File: src/rgb_hsv_color_gate_assert.svh
// Assertion shorthands for the color gate. Both sample on clk and stand down in reset.
`ifndef RGB_HSV_COLOR_GATE_ASSERT_SVH
`define RGB_HSV_COLOR_GATE_ASSERT_SVH

// Same-cycle implication.
`define RHC_ASSERT_NOW(label, ante, cons, msg) \
	label: assert property (@(posedge clk) disable iff (!arst_n) (ante) |-> (cons)) \
		else $error(msg);

// Next-cycle implication.
`define RHC_ASSERT_NEXT(label, ante, cons, msg) \
	label: assert property (@(posedge clk) disable iff (!arst_n) (ante) |=> (cons)) \
		else $error(msg);

`endif

File: src/rhc_pkg.sv
`timescale 1ns / 1ps
package rhc_pkg;

	localparam int CH_W   = 8;
	localparam int Q_W    = 12;  // Q8.4 quotient width
	localparam int NUM_W  = 20;  // dividend width, 2880*255 and 4080*255 both fit
	localparam int STEP_N = 12;  // one quotient bit per cell

	localparam logic [Q_W-1:0] HUE_FULL = 12'd2880;  // 360 degrees in half-degree Q8.4
	localparam logic [Q_W-1:0] SAT_FULL = 12'd4080;  // 255.0 in Q8.4

	// config register map
	localparam logic [1:0] CFG_HUE_MIN = 2'd0;
	localparam logic [1:0] CFG_HUE_MAX = 2'd1;
	localparam logic [1:0] CFG_SAT_MIN = 2'd2;
	localparam logic [1:0] CFG_SAT_MAX = 2'd3;

	localparam logic [CH_W-1:0] HUE_MIN_RST = 8'd90;
	localparam logic [CH_W-1:0] HUE_MAX_RST = 8'd180;
	localparam logic [CH_W-1:0] SAT_MIN_RST = 8'd40;
	localparam logic [CH_W-1:0] SAT_MAX_RST = 8'd90;

	typedef struct packed {
		logic [CH_W-1:0] hue_min;
		logic [CH_W-1:0] hue_max;
		logic [CH_W-1:0] sat_min;
		logic [CH_W-1:0] sat_max;
	} lim_t;

	// word handed from cell to cell: two restoring dividers side by side
	typedef struct packed {
		logic [NUM_W-1:0] rem_h;
		logic [CH_W-1:0]  div_h;
		logic [Q_W-1:0]   q_h;
		logic [NUM_W-1:0] rem_s;
		logic [CH_W-1:0]  div_s;
		logic [Q_W-1:0]   q_s;
		logic [CH_W-1:0]  v;
		logic             last;
	} div_t;

endpackage

File: src/rhc_if.sv
`timescale 1ns / 1ps
interface rhc_pix_if;
	logic       valid;
	logic       ready;
	logic [7:0] red;
	logic [7:0] green;
	logic [7:0] blue;
	logic       last_of_cloud;

	modport source (output valid, red, green, blue, last_of_cloud, input ready);
	modport sink   (input valid, red, green, blue, last_of_cloud, output ready);
endinterface

interface rhc_hsv_if;
	logic        valid;
	logic        ready;
	logic [11:0] hue;
	logic [11:0] saturation;
	logic [7:0]  brightness;
	logic        keep;
	logic        last_out;

	modport source (output valid, hue, saturation, brightness, keep, last_out, input ready);
	modport sink   (input valid, hue, saturation, brightness, keep, last_out, output ready);
endinterface

File: src/rgb_hsv_color_gate.sv
`timescale 1ns / 1ps
// channel | dir | payload                                        | handshake
// pix     | in  | red, green, blue [8], last_of_cloud [1]          | valid/ready
// hsv     | out | hue [12], saturation [12], brightness [8],       | valid/ready
//         |     | keep [1], last_out [1]                          |
// cfg     | in  | cfg_index [2], cfg_data [8]                     | cfg_en, no stall
//
// One word per clock sustained while hsv takes every word. From pix accept to hsv valid a word passes
// three prep stages, twelve divider cells (one quotient bit each) and one output register.
// Every stage holds its own valid bit, so bubbles close up and pix stays ready while a result
// waits on hsv, as long as some stage is empty. A stall on hsv backs up stage by stage.
// arst_n clears all valid bits and loads the window limits with their defaults.
module rgb_hsv_color_gate import rhc_pkg::*; (
	input  logic            clk,
	input  logic            arst_n,
	rhc_pix_if.sink         pix,
	rhc_hsv_if.source       hsv,
	input  logic            cfg_en,
	input  logic [1:0]      cfg_index,
	input  logic [CH_W-1:0] cfg_data
);

	lim_t lim_q;

	// cell chain plumbing: slot 0 is the prep output, slot STEP_N feeds the output register
	logic vld_c [STEP_N+1];
	logic rdy_c [STEP_N+1];
	div_t word_c [STEP_N+1];

	always_ff @(posedge clk or negedge arst_n) begin
		if (!arst_n) begin
			lim_q.hue_min <= HUE_MIN_RST;
			lim_q.hue_max <= HUE_MAX_RST;
			lim_q.sat_min <= SAT_MIN_RST;
			lim_q.sat_max <= SAT_MAX_RST;
		end else if (cfg_en) begin
			case (cfg_index)
				CFG_HUE_MIN: lim_q.hue_min <= cfg_data;
				CFG_HUE_MAX: lim_q.hue_max <= cfg_data;
				CFG_SAT_MIN: lim_q.sat_min <= cfg_data;
				CFG_SAT_MAX: lim_q.sat_max <= cfg_data;
				default: ;
			endcase
		end
	end

	// V, spread, hue numerator with sector offset and wrap, saturation numerator
	rhc_prep u_prep (
		.clk       (clk),
		.arst_n    (arst_n),
		.in_valid  (pix.valid),
		.in_ready  (pix.ready),
		.red       (pix.red),
		.green     (pix.green),
		.blue      (pix.blue),
		.last_in   (pix.last_of_cloud),
		.out_valid (vld_c[0]),
		.out_ready (rdy_c[0]),
		.out_data  (word_c[0])
	);

	// quotient bits MSB first: cell i resolves bit STEP_N-1-i of hue and saturation
	for (genvar i = 0; i < STEP_N; i++) begin : g_cell
		rhc_cell #(.SHIFT(STEP_N - 1 - i)) u_cell (
			.clk       (clk),
			.arst_n    (arst_n),
			.in_valid  (vld_c[i]),
			.in_ready  (rdy_c[i]),
			.in_data   (word_c[i]),
			.out_valid (vld_c[i+1]),
			.out_ready (rdy_c[i+1]),
			.out_data  (word_c[i+1])
		);
	end

	// window test and output register
	rhc_gate u_gate (
		.clk      (clk),
		.arst_n   (arst_n),
		.in_valid (vld_c[STEP_N]),
		.in_ready (rdy_c[STEP_N]),
		.in_data  (word_c[STEP_N]),
		.lim      (lim_q),
		.hsv      (hsv)
	);

	`include "rgb_hsv_color_gate_assert.svh"

	// black pixel must leave the dividers as zero
	`RHC_ASSERT_NOW(a_black_zero, hsv.valid && hsv.brightness == '0, hsv.saturation == '0 && hsv.hue == '0, "black pixel with nonzero hue or saturation")
	// hue quotient stays below a full turn
	`RHC_ASSERT_NOW(a_hue_range, hsv.valid, hsv.hue < HUE_FULL, "hue quotient out of range")
	// saturation quotient never above full scale
	`RHC_ASSERT_NOW(a_sat_range, hsv.valid, hsv.saturation <= SAT_FULL, "saturation quotient out of range")
	// a kept word sits inside the saturation window of the limits in force
	`RHC_ASSERT_NOW(a_keep_sat, hsv.valid && hsv.keep, hsv.saturation >= {lim_q.sat_min, 4'b0} && hsv.saturation <= {lim_q.sat_max, 4'b0}, "kept word outside saturation window")

endmodule

File: src/rhc_prep.sv
`timescale 1ns / 1ps
module rhc_prep import rhc_pkg::*; (
	input  logic            clk,
	input  logic            arst_n,
	input  logic            in_valid,
	output logic            in_ready,
	input  logic [CH_W-1:0] red,
	input  logic [CH_W-1:0] green,
	input  logic [CH_W-1:0] blue,
	input  logic            last_in,
	output logic            out_valid,
	input  logic            out_ready,
	output div_t            out_data
);

	typedef enum logic [1:0] {SEL_R, SEL_G, SEL_B} sel_t;

	typedef struct packed {
		logic [CH_W-1:0] v;
		logic [CH_W-1:0] d;
		sel_t            sel;
		logic [8:0]      diff;  // two's complement
		logic            last;
	} sa_t;

	typedef struct packed {
		logic [CH_W-1:0]  v;
		logic [CH_W-1:0]  d;
		logic [20:0]      term;  // signed hue numerator before wrap
		logic [NUM_W-1:0] wrap;
		logic             last;
	} sb_t;

	logic vld_s1, vld_s2, vld_s3;
	logic rdy_s1, rdy_s2, rdy_s3;
	sa_t  a_d, a_s1;
	sb_t  b_d, b_s2;
	div_t c_d, c_s3;

	logic [CH_W-1:0] mn;
	logic [20:0]     diff_x, d_x;

	assign rdy_s3   = !vld_s3 || out_ready;
	assign rdy_s2   = !vld_s2 || rdy_s3;
	assign rdy_s1   = !vld_s1 || rdy_s2;
	assign in_ready = rdy_s1;

	// max with red > green > blue on ties, spread and the signed difference term
	always_comb begin
		mn = (red < green) ? red : green;
		mn = (mn < blue) ? mn : blue;
		a_d.last = last_in;
		if (red >= green && red >= blue) begin
			a_d.v    = red;
			a_d.sel  = SEL_R;
			a_d.diff = {1'b0, green} - {1'b0, blue};
		end else if (green >= blue) begin
			a_d.v    = green;
			a_d.sel  = SEL_G;
			a_d.diff = {1'b0, blue} - {1'b0, red};
		end else begin
			a_d.v    = blue;
			a_d.sel  = SEL_B;
			a_d.diff = {1'b0, red} - {1'b0, green};
		end
		a_d.d = a_d.v - mn;
	end

	// sector offset plus 480*diff, modulo 2^21
	always_comb begin
		diff_x    = {{12{a_s1.diff[8]}}, a_s1.diff};
		d_x       = 21'(a_s1.d);
		b_d.v     = a_s1.v;
		b_d.d     = a_s1.d;
		b_d.last  = a_s1.last;
		b_d.wrap  = NUM_W'(a_s1.d) * NUM_W'(2880);
		case (a_s1.sel)
			SEL_R:   b_d.term = diff_x * 21'd480;
			SEL_G:   b_d.term = d_x * 21'd960 + diff_x * 21'd480;
			SEL_B:   b_d.term = d_x * 21'd1920 + diff_x * 21'd480;
			default: b_d.term = '0;
		endcase
	end

	// wrap negative hue, load the dividers; zero divisors become one over a zero dividend
	always_comb begin
		c_d.rem_h = b_s2.term[20] ? (b_s2.term[NUM_W-1:0] + b_s2.wrap) : b_s2.term[NUM_W-1:0];
		c_d.div_h = (b_s2.d == '0) ? CH_W'(1) : b_s2.d;
		c_d.q_h   = '0;
		c_d.rem_s = NUM_W'(b_s2.d) * NUM_W'(4080);
		c_d.div_s = (b_s2.v == '0) ? CH_W'(1) : b_s2.v;
		c_d.q_s   = '0;
		c_d.v     = b_s2.v;
		c_d.last  = b_s2.last;
	end

	always_ff @(posedge clk or negedge arst_n) begin
		if (!arst_n) begin
			vld_s1 <= 1'b0;
			vld_s2 <= 1'b0;
			vld_s3 <= 1'b0;
		end else begin
			if (rdy_s1) vld_s1 <= in_valid;
			if (rdy_s2) vld_s2 <= vld_s1;
			if (rdy_s3) vld_s3 <= vld_s2;
		end
	end

	always_ff @(posedge clk) begin
		if (rdy_s1 && in_valid) a_s1 <= a_d;
		if (rdy_s2 && vld_s1)   b_s2 <= b_d;
		if (rdy_s3 && vld_s2)   c_s3 <= c_d;
	end

	assign out_valid = vld_s3;
	assign out_data  = c_s3;

endmodule

File: src/rhc_cell.sv
`timescale 1ns / 1ps
module rhc_cell import rhc_pkg::*; #(
	parameter int SHIFT = 0
) (
	input  logic clk,
	input  logic arst_n,
	input  logic in_valid,
	output logic in_ready,
	input  div_t in_data,
	output logic out_valid,
	input  logic out_ready,
	output div_t out_data
);

	logic             vld_q;
	div_t             nxt, word_q;
	logic [NUM_W-1:0] sh_h, sh_s;

	assign in_ready = !vld_q || out_ready;

	// one restoring step on quotient bit SHIFT, both dividers
	always_comb begin
		nxt  = in_data;
		sh_h = NUM_W'(in_data.div_h) << SHIFT;
		sh_s = NUM_W'(in_data.div_s) << SHIFT;
		if (in_data.rem_h >= sh_h) begin
			nxt.rem_h      = in_data.rem_h - sh_h;
			nxt.q_h[SHIFT] = 1'b1;
		end
		if (in_data.rem_s >= sh_s) begin
			nxt.rem_s      = in_data.rem_s - sh_s;
			nxt.q_s[SHIFT] = 1'b1;
		end
	end

	always_ff @(posedge clk or negedge arst_n) begin
		if (!arst_n) begin
			vld_q <= 1'b0;
		end else if (in_ready) begin
			vld_q <= in_valid;
		end
	end

	always_ff @(posedge clk) begin
		if (in_ready && in_valid) word_q <= nxt;
	end

	assign out_valid = vld_q;
	assign out_data  = word_q;

endmodule

File: src/rhc_gate.sv
`timescale 1ns / 1ps
module rhc_gate import rhc_pkg::*; (
	input  logic       clk,
	input  logic       arst_n,
	input  logic       in_valid,
	output logic       in_ready,
	input  div_t       in_data,
	input  lim_t       lim,
	rhc_hsv_if.source  hsv
);

	logic            vld_q;
	logic [Q_W-1:0]  hue_q, sat_q;
	logic [CH_W-1:0] v_q;
	logic            keep_q, last_q;
	logic            keep_d;

	assign in_ready = !vld_q || hsv.ready;

	// limits scaled to Q8.4
	assign keep_d = (in_data.q_h >= {lim.hue_min, 4'b0}) && (in_data.q_h <= {lim.hue_max, 4'b0})
		&& (in_data.q_s >= {lim.sat_min, 4'b0}) && (in_data.q_s <= {lim.sat_max, 4'b0});

	always_ff @(posedge clk or negedge arst_n) begin
		if (!arst_n) begin
			vld_q <= 1'b0;
		end else if (in_ready) begin
			vld_q <= in_valid;
		end
	end

	always_ff @(posedge clk) begin
		if (in_ready && in_valid) begin
			hue_q  <= in_data.q_h;
			sat_q  <= in_data.q_s;
			v_q    <= in_data.v;
			keep_q <= keep_d;
			last_q <= in_data.last;
		end
	end

	assign hsv.valid      = vld_q;
	assign hsv.hue        = hue_q;
	assign hsv.saturation = sat_q;
	assign hsv.brightness = v_q;
	assign hsv.keep       = keep_q;
	assign hsv.last_out   = last_q;

endmodule

File: src/flat_wrapper.sv
// flat-port wrapper written by rule: the top's interface ports become plain ports
module rgb_hsv_color_gate_flat import rhc_pkg::*;
  (clk, arst_n, cfg_en, cfg_index, cfg_data, pix_valid, pix_red, pix_green, pix_blue, pix_last_of_cloud, pix_ready, hsv_valid, hsv_hue, hsv_saturation, hsv_brightness, hsv_keep, hsv_last_out, hsv_ready);
  rhc_pix_if pix_i ();
  rhc_hsv_if hsv_i ();
  input  logic clk;
  input  logic arst_n;
  input  logic cfg_en;
  input  logic [1:0] cfg_index;
  input  logic [CH_W-1:0] cfg_data;
  input wire logic [$bits(pix_i.valid)-1:0] pix_valid;
  input wire logic [$bits(pix_i.red)-1:0] pix_red;
  input wire logic [$bits(pix_i.green)-1:0] pix_green;
  input wire logic [$bits(pix_i.blue)-1:0] pix_blue;
  input wire logic [$bits(pix_i.last_of_cloud)-1:0] pix_last_of_cloud;
  output wire logic [$bits(pix_i.ready)-1:0] pix_ready;
  output wire logic [$bits(hsv_i.valid)-1:0] hsv_valid;
  output wire logic [$bits(hsv_i.hue)-1:0] hsv_hue;
  output wire logic [$bits(hsv_i.saturation)-1:0] hsv_saturation;
  output wire logic [$bits(hsv_i.brightness)-1:0] hsv_brightness;
  output wire logic [$bits(hsv_i.keep)-1:0] hsv_keep;
  output wire logic [$bits(hsv_i.last_out)-1:0] hsv_last_out;
  input wire logic [$bits(hsv_i.ready)-1:0] hsv_ready;
  assign pix_i.valid = pix_valid;
  assign pix_i.red = pix_red;
  assign pix_i.green = pix_green;
  assign pix_i.blue = pix_blue;
  assign pix_i.last_of_cloud = pix_last_of_cloud;
  assign pix_ready = pix_i.ready;
  assign hsv_valid = hsv_i.valid;
  assign hsv_hue = hsv_i.hue;
  assign hsv_saturation = hsv_i.saturation;
  assign hsv_brightness = hsv_i.brightness;
  assign hsv_keep = hsv_i.keep;
  assign hsv_last_out = hsv_i.last_out;
  assign hsv_i.ready = hsv_ready;
  rgb_hsv_color_gate u_core (.clk(clk), .arst_n(arst_n), .pix(pix_i), .hsv(hsv_i), .cfg_en(cfg_en), .cfg_index(cfg_index), .cfg_data(cfg_data));
endmodule
File: config.mk
export PLATFORM = sky130hd
export DESIGN_NAME = rgb_hsv_color_gate_flat
export DESIGN_NICKNAME = d
export VERILOG_FILES = /design/src/rhc_pkg.sv /design/src/rhc_if.sv /design/src/rgb_hsv_color_gate.sv /design/src/rhc_prep.sv /design/src/rhc_cell.sv /design/src/rhc_gate.sv /design/src/flat_wrapper.sv
export VERILOG_INCLUDE_DIRS = /design/src /design/src/src
export SDC_FILE = /design/constraint.sdc
export NUM_CORES = 2
export LEC_CHECK = 0
export BUFFER_PORTS_ARGS = -buffer_cell sky130_fd_sc_hd__buf_2
export CORE_ASPECT_RATIO = 1.2
export CORE_MARGIN = 5
export CORE_UTILIZATION = 60
export DETAILED_ROUTE_END_ITERATION = 8
export PLACE_DENSITY = 0.74
export SKIP_LAST_GASP = 1
export SLEW_MARGIN = 10
export SYNTH_ARGS = -nofsm -noshare
export SYNTH_HDL_FRONTEND = slang
export SYNTH_HIERARCHICAL = 1
export SYNTH_SLANG_ARGS = --single-unit
export TNS_END_PERCENT = 1
File: constraint.sdc
create_clock -name clk -period 13.5 [get_ports clk]
set_clock_uncertainty 0.1 [all_clocks]
set_input_delay 1.35 -clock clk [delete_from_list [all_inputs] [get_ports clk]]
set_output_delay 1.35 -clock clk [all_outputs]
set_load 0.01 [all_outputs]
* Word level (Yosys, flattened, before mapping)
Index checks and enable logic that the tools add are counted.
** Word-level totals
- Bits in registers :: 1103
- Input bits :: 40
- Output and inout port bits :: 36
- Word-level logic and storage cells :: 318
** Cells by class
- $add $sub $neg :: 29
- Multiply operators :: 5
- $lt $le $gt $ge :: 33
- Equality and inequality tests :: 5
- Mux-type cells :: 30
- Reduce and logical (&&, ||, !) cells :: 60
** Operators by type and width (number)
- $mux 20 :: 23
- $pmux 21 s3 :: 1
- $ge 20x10->1 :: 2
- $ge 20x11->1 :: 2
- $ge 20x12->1 :: 2
- $ge 20x13->1 :: 2
- $ge 20x14->1 :: 2
- $ge 20x15->1 :: 2
- $ge 20x16->1 :: 2
- $ge 20x17->1 :: 2
- $ge 20x18->1 :: 2
- $ge 20x19->1 :: 2
- $ge 20x8->1 :: 2
- $ge 20x9->1 :: 2
- $sub 20x10->20 :: 2
- $sub 20x11->20 :: 2
- $sub 20x12->20 :: 2
- $sub 20x13->20 :: 2
- $sub 20x14->20 :: 2
- $sub 20x15->20 :: 2
- $sub 20x16->20 :: 2
- $sub 20x17->20 :: 2
- $sub 20x18->20 :: 2
- $sub 20x19->20 :: 2
- other kinds (25) :: 94

* Longest topological paths before layout
- Word-level depth :: 18
- Mapped depth :: 27
- Gate-level depth less buffers :: 25

* By module
Netlist, hierarchy kept.
** Modules (own cells, without submodules)
- rhc_prep :: instances 1, cells an instance 1246, area each 12598.3 µm², sequential area each 3948.8 µm²
- rhc_cell at u_core.g_cell[11].u_cell :: instances 1, cells an instance 312, area each 4222.8 µm², sequential area each 2697.6 µm²
- rhc_cell at u_core.g_cell[10].u_cell :: instances 1, cells an instance 304, area each 4201.5 µm², sequential area each 2697.6 µm²
- rhc_cell at u_core.g_cell[6].u_cell :: instances 1, cells an instance 283, area each 4137.7 µm², sequential area each 2697.6 µm²
- rhc_cell at u_core.g_cell[9].u_cell :: instances 1, cells an instance 301, area each 4107.7 µm², sequential area each 2697.6 µm²
- rhc_cell at u_core.g_cell[8].u_cell :: instances 1, cells an instance 295, area each 4093.9 µm², sequential area each 2697.6 µm²
- rhc_cell at u_core.g_cell[5].u_cell :: instances 1, cells an instance 272, area each 4070.2 µm², sequential area each 2697.6 µm²
- rhc_cell at u_core.g_cell[4].u_cell :: instances 1, cells an instance 281, area each 4018.9 µm², sequential area each 2697.6 µm²
- rhc_cell at u_core.g_cell[7].u_cell :: instances 1, cells an instance 286, area each 3998.8 µm², sequential area each 2697.6 µm²
- rhc_cell at u_core.g_cell[1].u_cell :: instances 1, cells an instance 267, area each 3957.5 µm², sequential area each 2697.6 µm²
- rhc_cell at u_core.g_cell[2].u_cell :: instances 1, cells an instance 253, area each 3955.0 µm², sequential area each 2697.6 µm²
- rhc_cell at u_core.g_cell[3].u_cell :: instances 1, cells an instance 256, area each 3847.4 µm², sequential area each 2697.6 µm²
- rhc_cell at u_core.g_cell[0].u_cell :: instances 1, cells an instance 243, area each 3843.7 µm², sequential area each 2697.6 µm²
- rhc_gate :: instances 1, cells an instance 143, area each 1881.8 µm², sequential area each 1046.0 µm²
- rgb_hsv_color_gate :: instances 1, cells an instance 68, area each 1229.9 µm², sequential area each 818.3 µm²

* Worst setup path before layout
OpenSTA, ideal clock, no wires.
- Path kind :: input -> register
- Start point :: in pix_green[1]
- End point :: reg u_core/u_prep/a_s1[19] in the netlist's numbering (data pin)
- Library setup time :: 0.258 ns
- Data arrival time :: 5.881 ns
- Data required time :: 13.142 ns
- Path slack :: 7.261 ns
- Cell stages on the path :: 26
- Path buffers :: 2
- Path through :: inv_1 ha_1 nor2b_1 o31a_1 o21a_1 o21a_1 or2_2 clkbuf_1 nand2_1 o21ai_0 ha_1 or3_1 o311ai_1 a21oi_1 nand2b_1 buf_2 mux2i_1 ha_1 nor2b_1 o21ai_0 nand2b_1 a21o_1 a21oi_1 o21ai_0 xor2_1 xnor2_1
** RTL lines
- start: declaration :: line flat_wrapper.sv:13 : input wire logic [$bits(pix_i.green)-1:0] pix_green;
- end signal: assignment :: line rhc_prep.sv:110 : if (rdy_s1 && in_valid) a_s1 <= a_d;
- end: declaration :: line rhc_prep.sv:36 : sa_t a_d, a_s1;

==> out/results.ini <==
[min_path]
min-delay-path-class=reg -> reg
hp-start=u_core/g_cell[1].u_cell/out_data[54]
hold_end=u_core/g_cell[2].u_cell/out_data[54]
holdPathStages=0

[critical_path]
worstPathRequired_ps=13820
worstSetupStartpointType=input port
r2r_setup_slack_ps=7920
cp.arrival_ps=6830
slowest_stage=o311ai_1
timing.rr.start=u_core/u_prep/a_s1[1]
r2r_cells=17
crit_path_start=pix_green[1]
critPathMaxFanout=12
end_kind=flop
slowest_delay_ps=420
path_class=in -> reg
r2r-end=u_core/u_prep/b_s2[39]

[die]
die_x_um=302
dieHeight_um=361
pin_count=76
core_sq_um=102000
die-area_sq_um=109000
row_count=128
initial_utilization_pct=60.5

[timing]
fin_crit_ps=6510
setup_viol=0
rsz0062_at_grt=no
fin_ws_ps=6990
finalHoldViolations=0
tns_ps=0
max-slew-margin-rel_pct=23.9
worstMarginPinSlew_ps=1140
slew_viol_final=0
post-route-period-util_pct=48.2
max_freq_ghz=0.154

[final_layout]
final_cells=6229
areaGrowthSynthToFinish_pct=9.17
multi_input_area_sq_um=22900
layout-drive-gt1-share_pct=10.8
final_nets=5299
seq_area_sq_um=36500
diodes=0
mostFrequentLayoutCells=edfxtp_1, inv_1, ha_1, nor2_1, a21oi_1
final_common_cell=edfxtp_1
fillers=7245

[placement]
gp_congestion=0.877
dp_cells=6011
io_buffers=75
hpwl_um=84000
place_ws_ps=6330

[yosys]
netlist_instances=4613
synth_area_sq_um=61600
avgSynthCellArea_sq_um=13.3
yosys_warnings=6

[global_routing]
grt_start_max_net_pins=72
grt_overflow=0
antenna_found_initial=0
grt_pass1_vias=35567
grt_pass1_wl_um=183000
grt_use_total_pct=20.8

[detailed_routing]
dr.pass1.iters=8
initialDrtViolationCount=1840
drc=0
routedWlPerCell_um=18.0
wirelength_um=112000
vias=35015
antenna_left=0
avgViaCountPerCell=5.62

[clock_tree]
cts_hold_buf=0
htreeDepth=3
clock_sinks=1223
clk_pin_slew_worst_paths_ps=70
post-cts-setup-buffers=0
cts_buffers=115
cts_tree=built
cts_resized=0
cts_root_buf=clkbuf_16
clk_latency_ps=680
cts_max_path_buffers=3

[flow_run]
drv_cap=0

[outcome]
status=complete, no violations

## layout make-up
cell class              instances  share of cell area [%]
clock inverters                75                    1.09
flip-flops and latches       1223                    54.3
repair buffers                 96                   0.797
inverters                     458                    2.56
clock buffers                 143                    4.65
multi-input cells            2869                    34.0
well taps                    1365                    2.54
## sequential cells by signal (all words and copies together) (netlist names), 12 cells and up
signal and cells:
u_core/u_prep/out_data 56, u_core/u_gate/hsv.saturation 12, u_core/u_gate/hsv.hue 12, u_core/u_prep/a_s1 28, u_core/g_cell.u_cell/out_valid 12, u_core/lim_q 32
u_core/u_prep/b_s2 45, u_core/g_cell.u_cell/out_data 1012
## per-stage QoR
stage	cell area (sq um)	hold WS, ps	utilization [%]
2_1_floorplan	61700	300	-
3_3_place_gp	63300	300	62.3
3_5_place_dp	63300	305	62.3
4_1_cts	67200	308	66.1
5_1_grt	67200	314	66.1
6_report	67200	306	66.1
## worst max-delay path: cells and delay by family
family | cells | cell delay (ps)
AO/OA/AOI/OAI | 10 | 2240
AND/OR/NAND/NOR | 7 | 1630
adder cells (fa/ha/maj) | 3 | 840
XOR/XNOR | 2 | 320
buffers and inverters | 2 | 260
multiplexers | 1 | 210
## routing by layer
metal  global-route usage [%]  vias up  part of all wire, %
met1                     24.9    16845                   40
met3                     2.56      220                  3.3
li1                         -    17287                    -
met5                        0        -                    0
met4                     7.16        0                  3.6
met2                     38.6      663                   53
## how the worst max path moves through the flow
stage                        endpoint  slack (ps)  cells after the start
6_report       u_core/u_prep/a_s1[19]        6990                     25
5_1_grt        u_core/u_prep/a_s1[19]        6690                     25
4_1_cts        u_core/u_prep/a_s1[19]        7040                     25
3_5_place_dp   u_core/u_prep/a_s1[19]        6330                     25
3_3_place_gp   u_core/u_prep/a_s1[19]        6270                     25
2_1_floorplan  u_core/u_prep/a_s1[19]        7260                     26
Power is not shown: default switching activity piles up to over one toggle a cycle in this logic, so the estimate is an artifact.
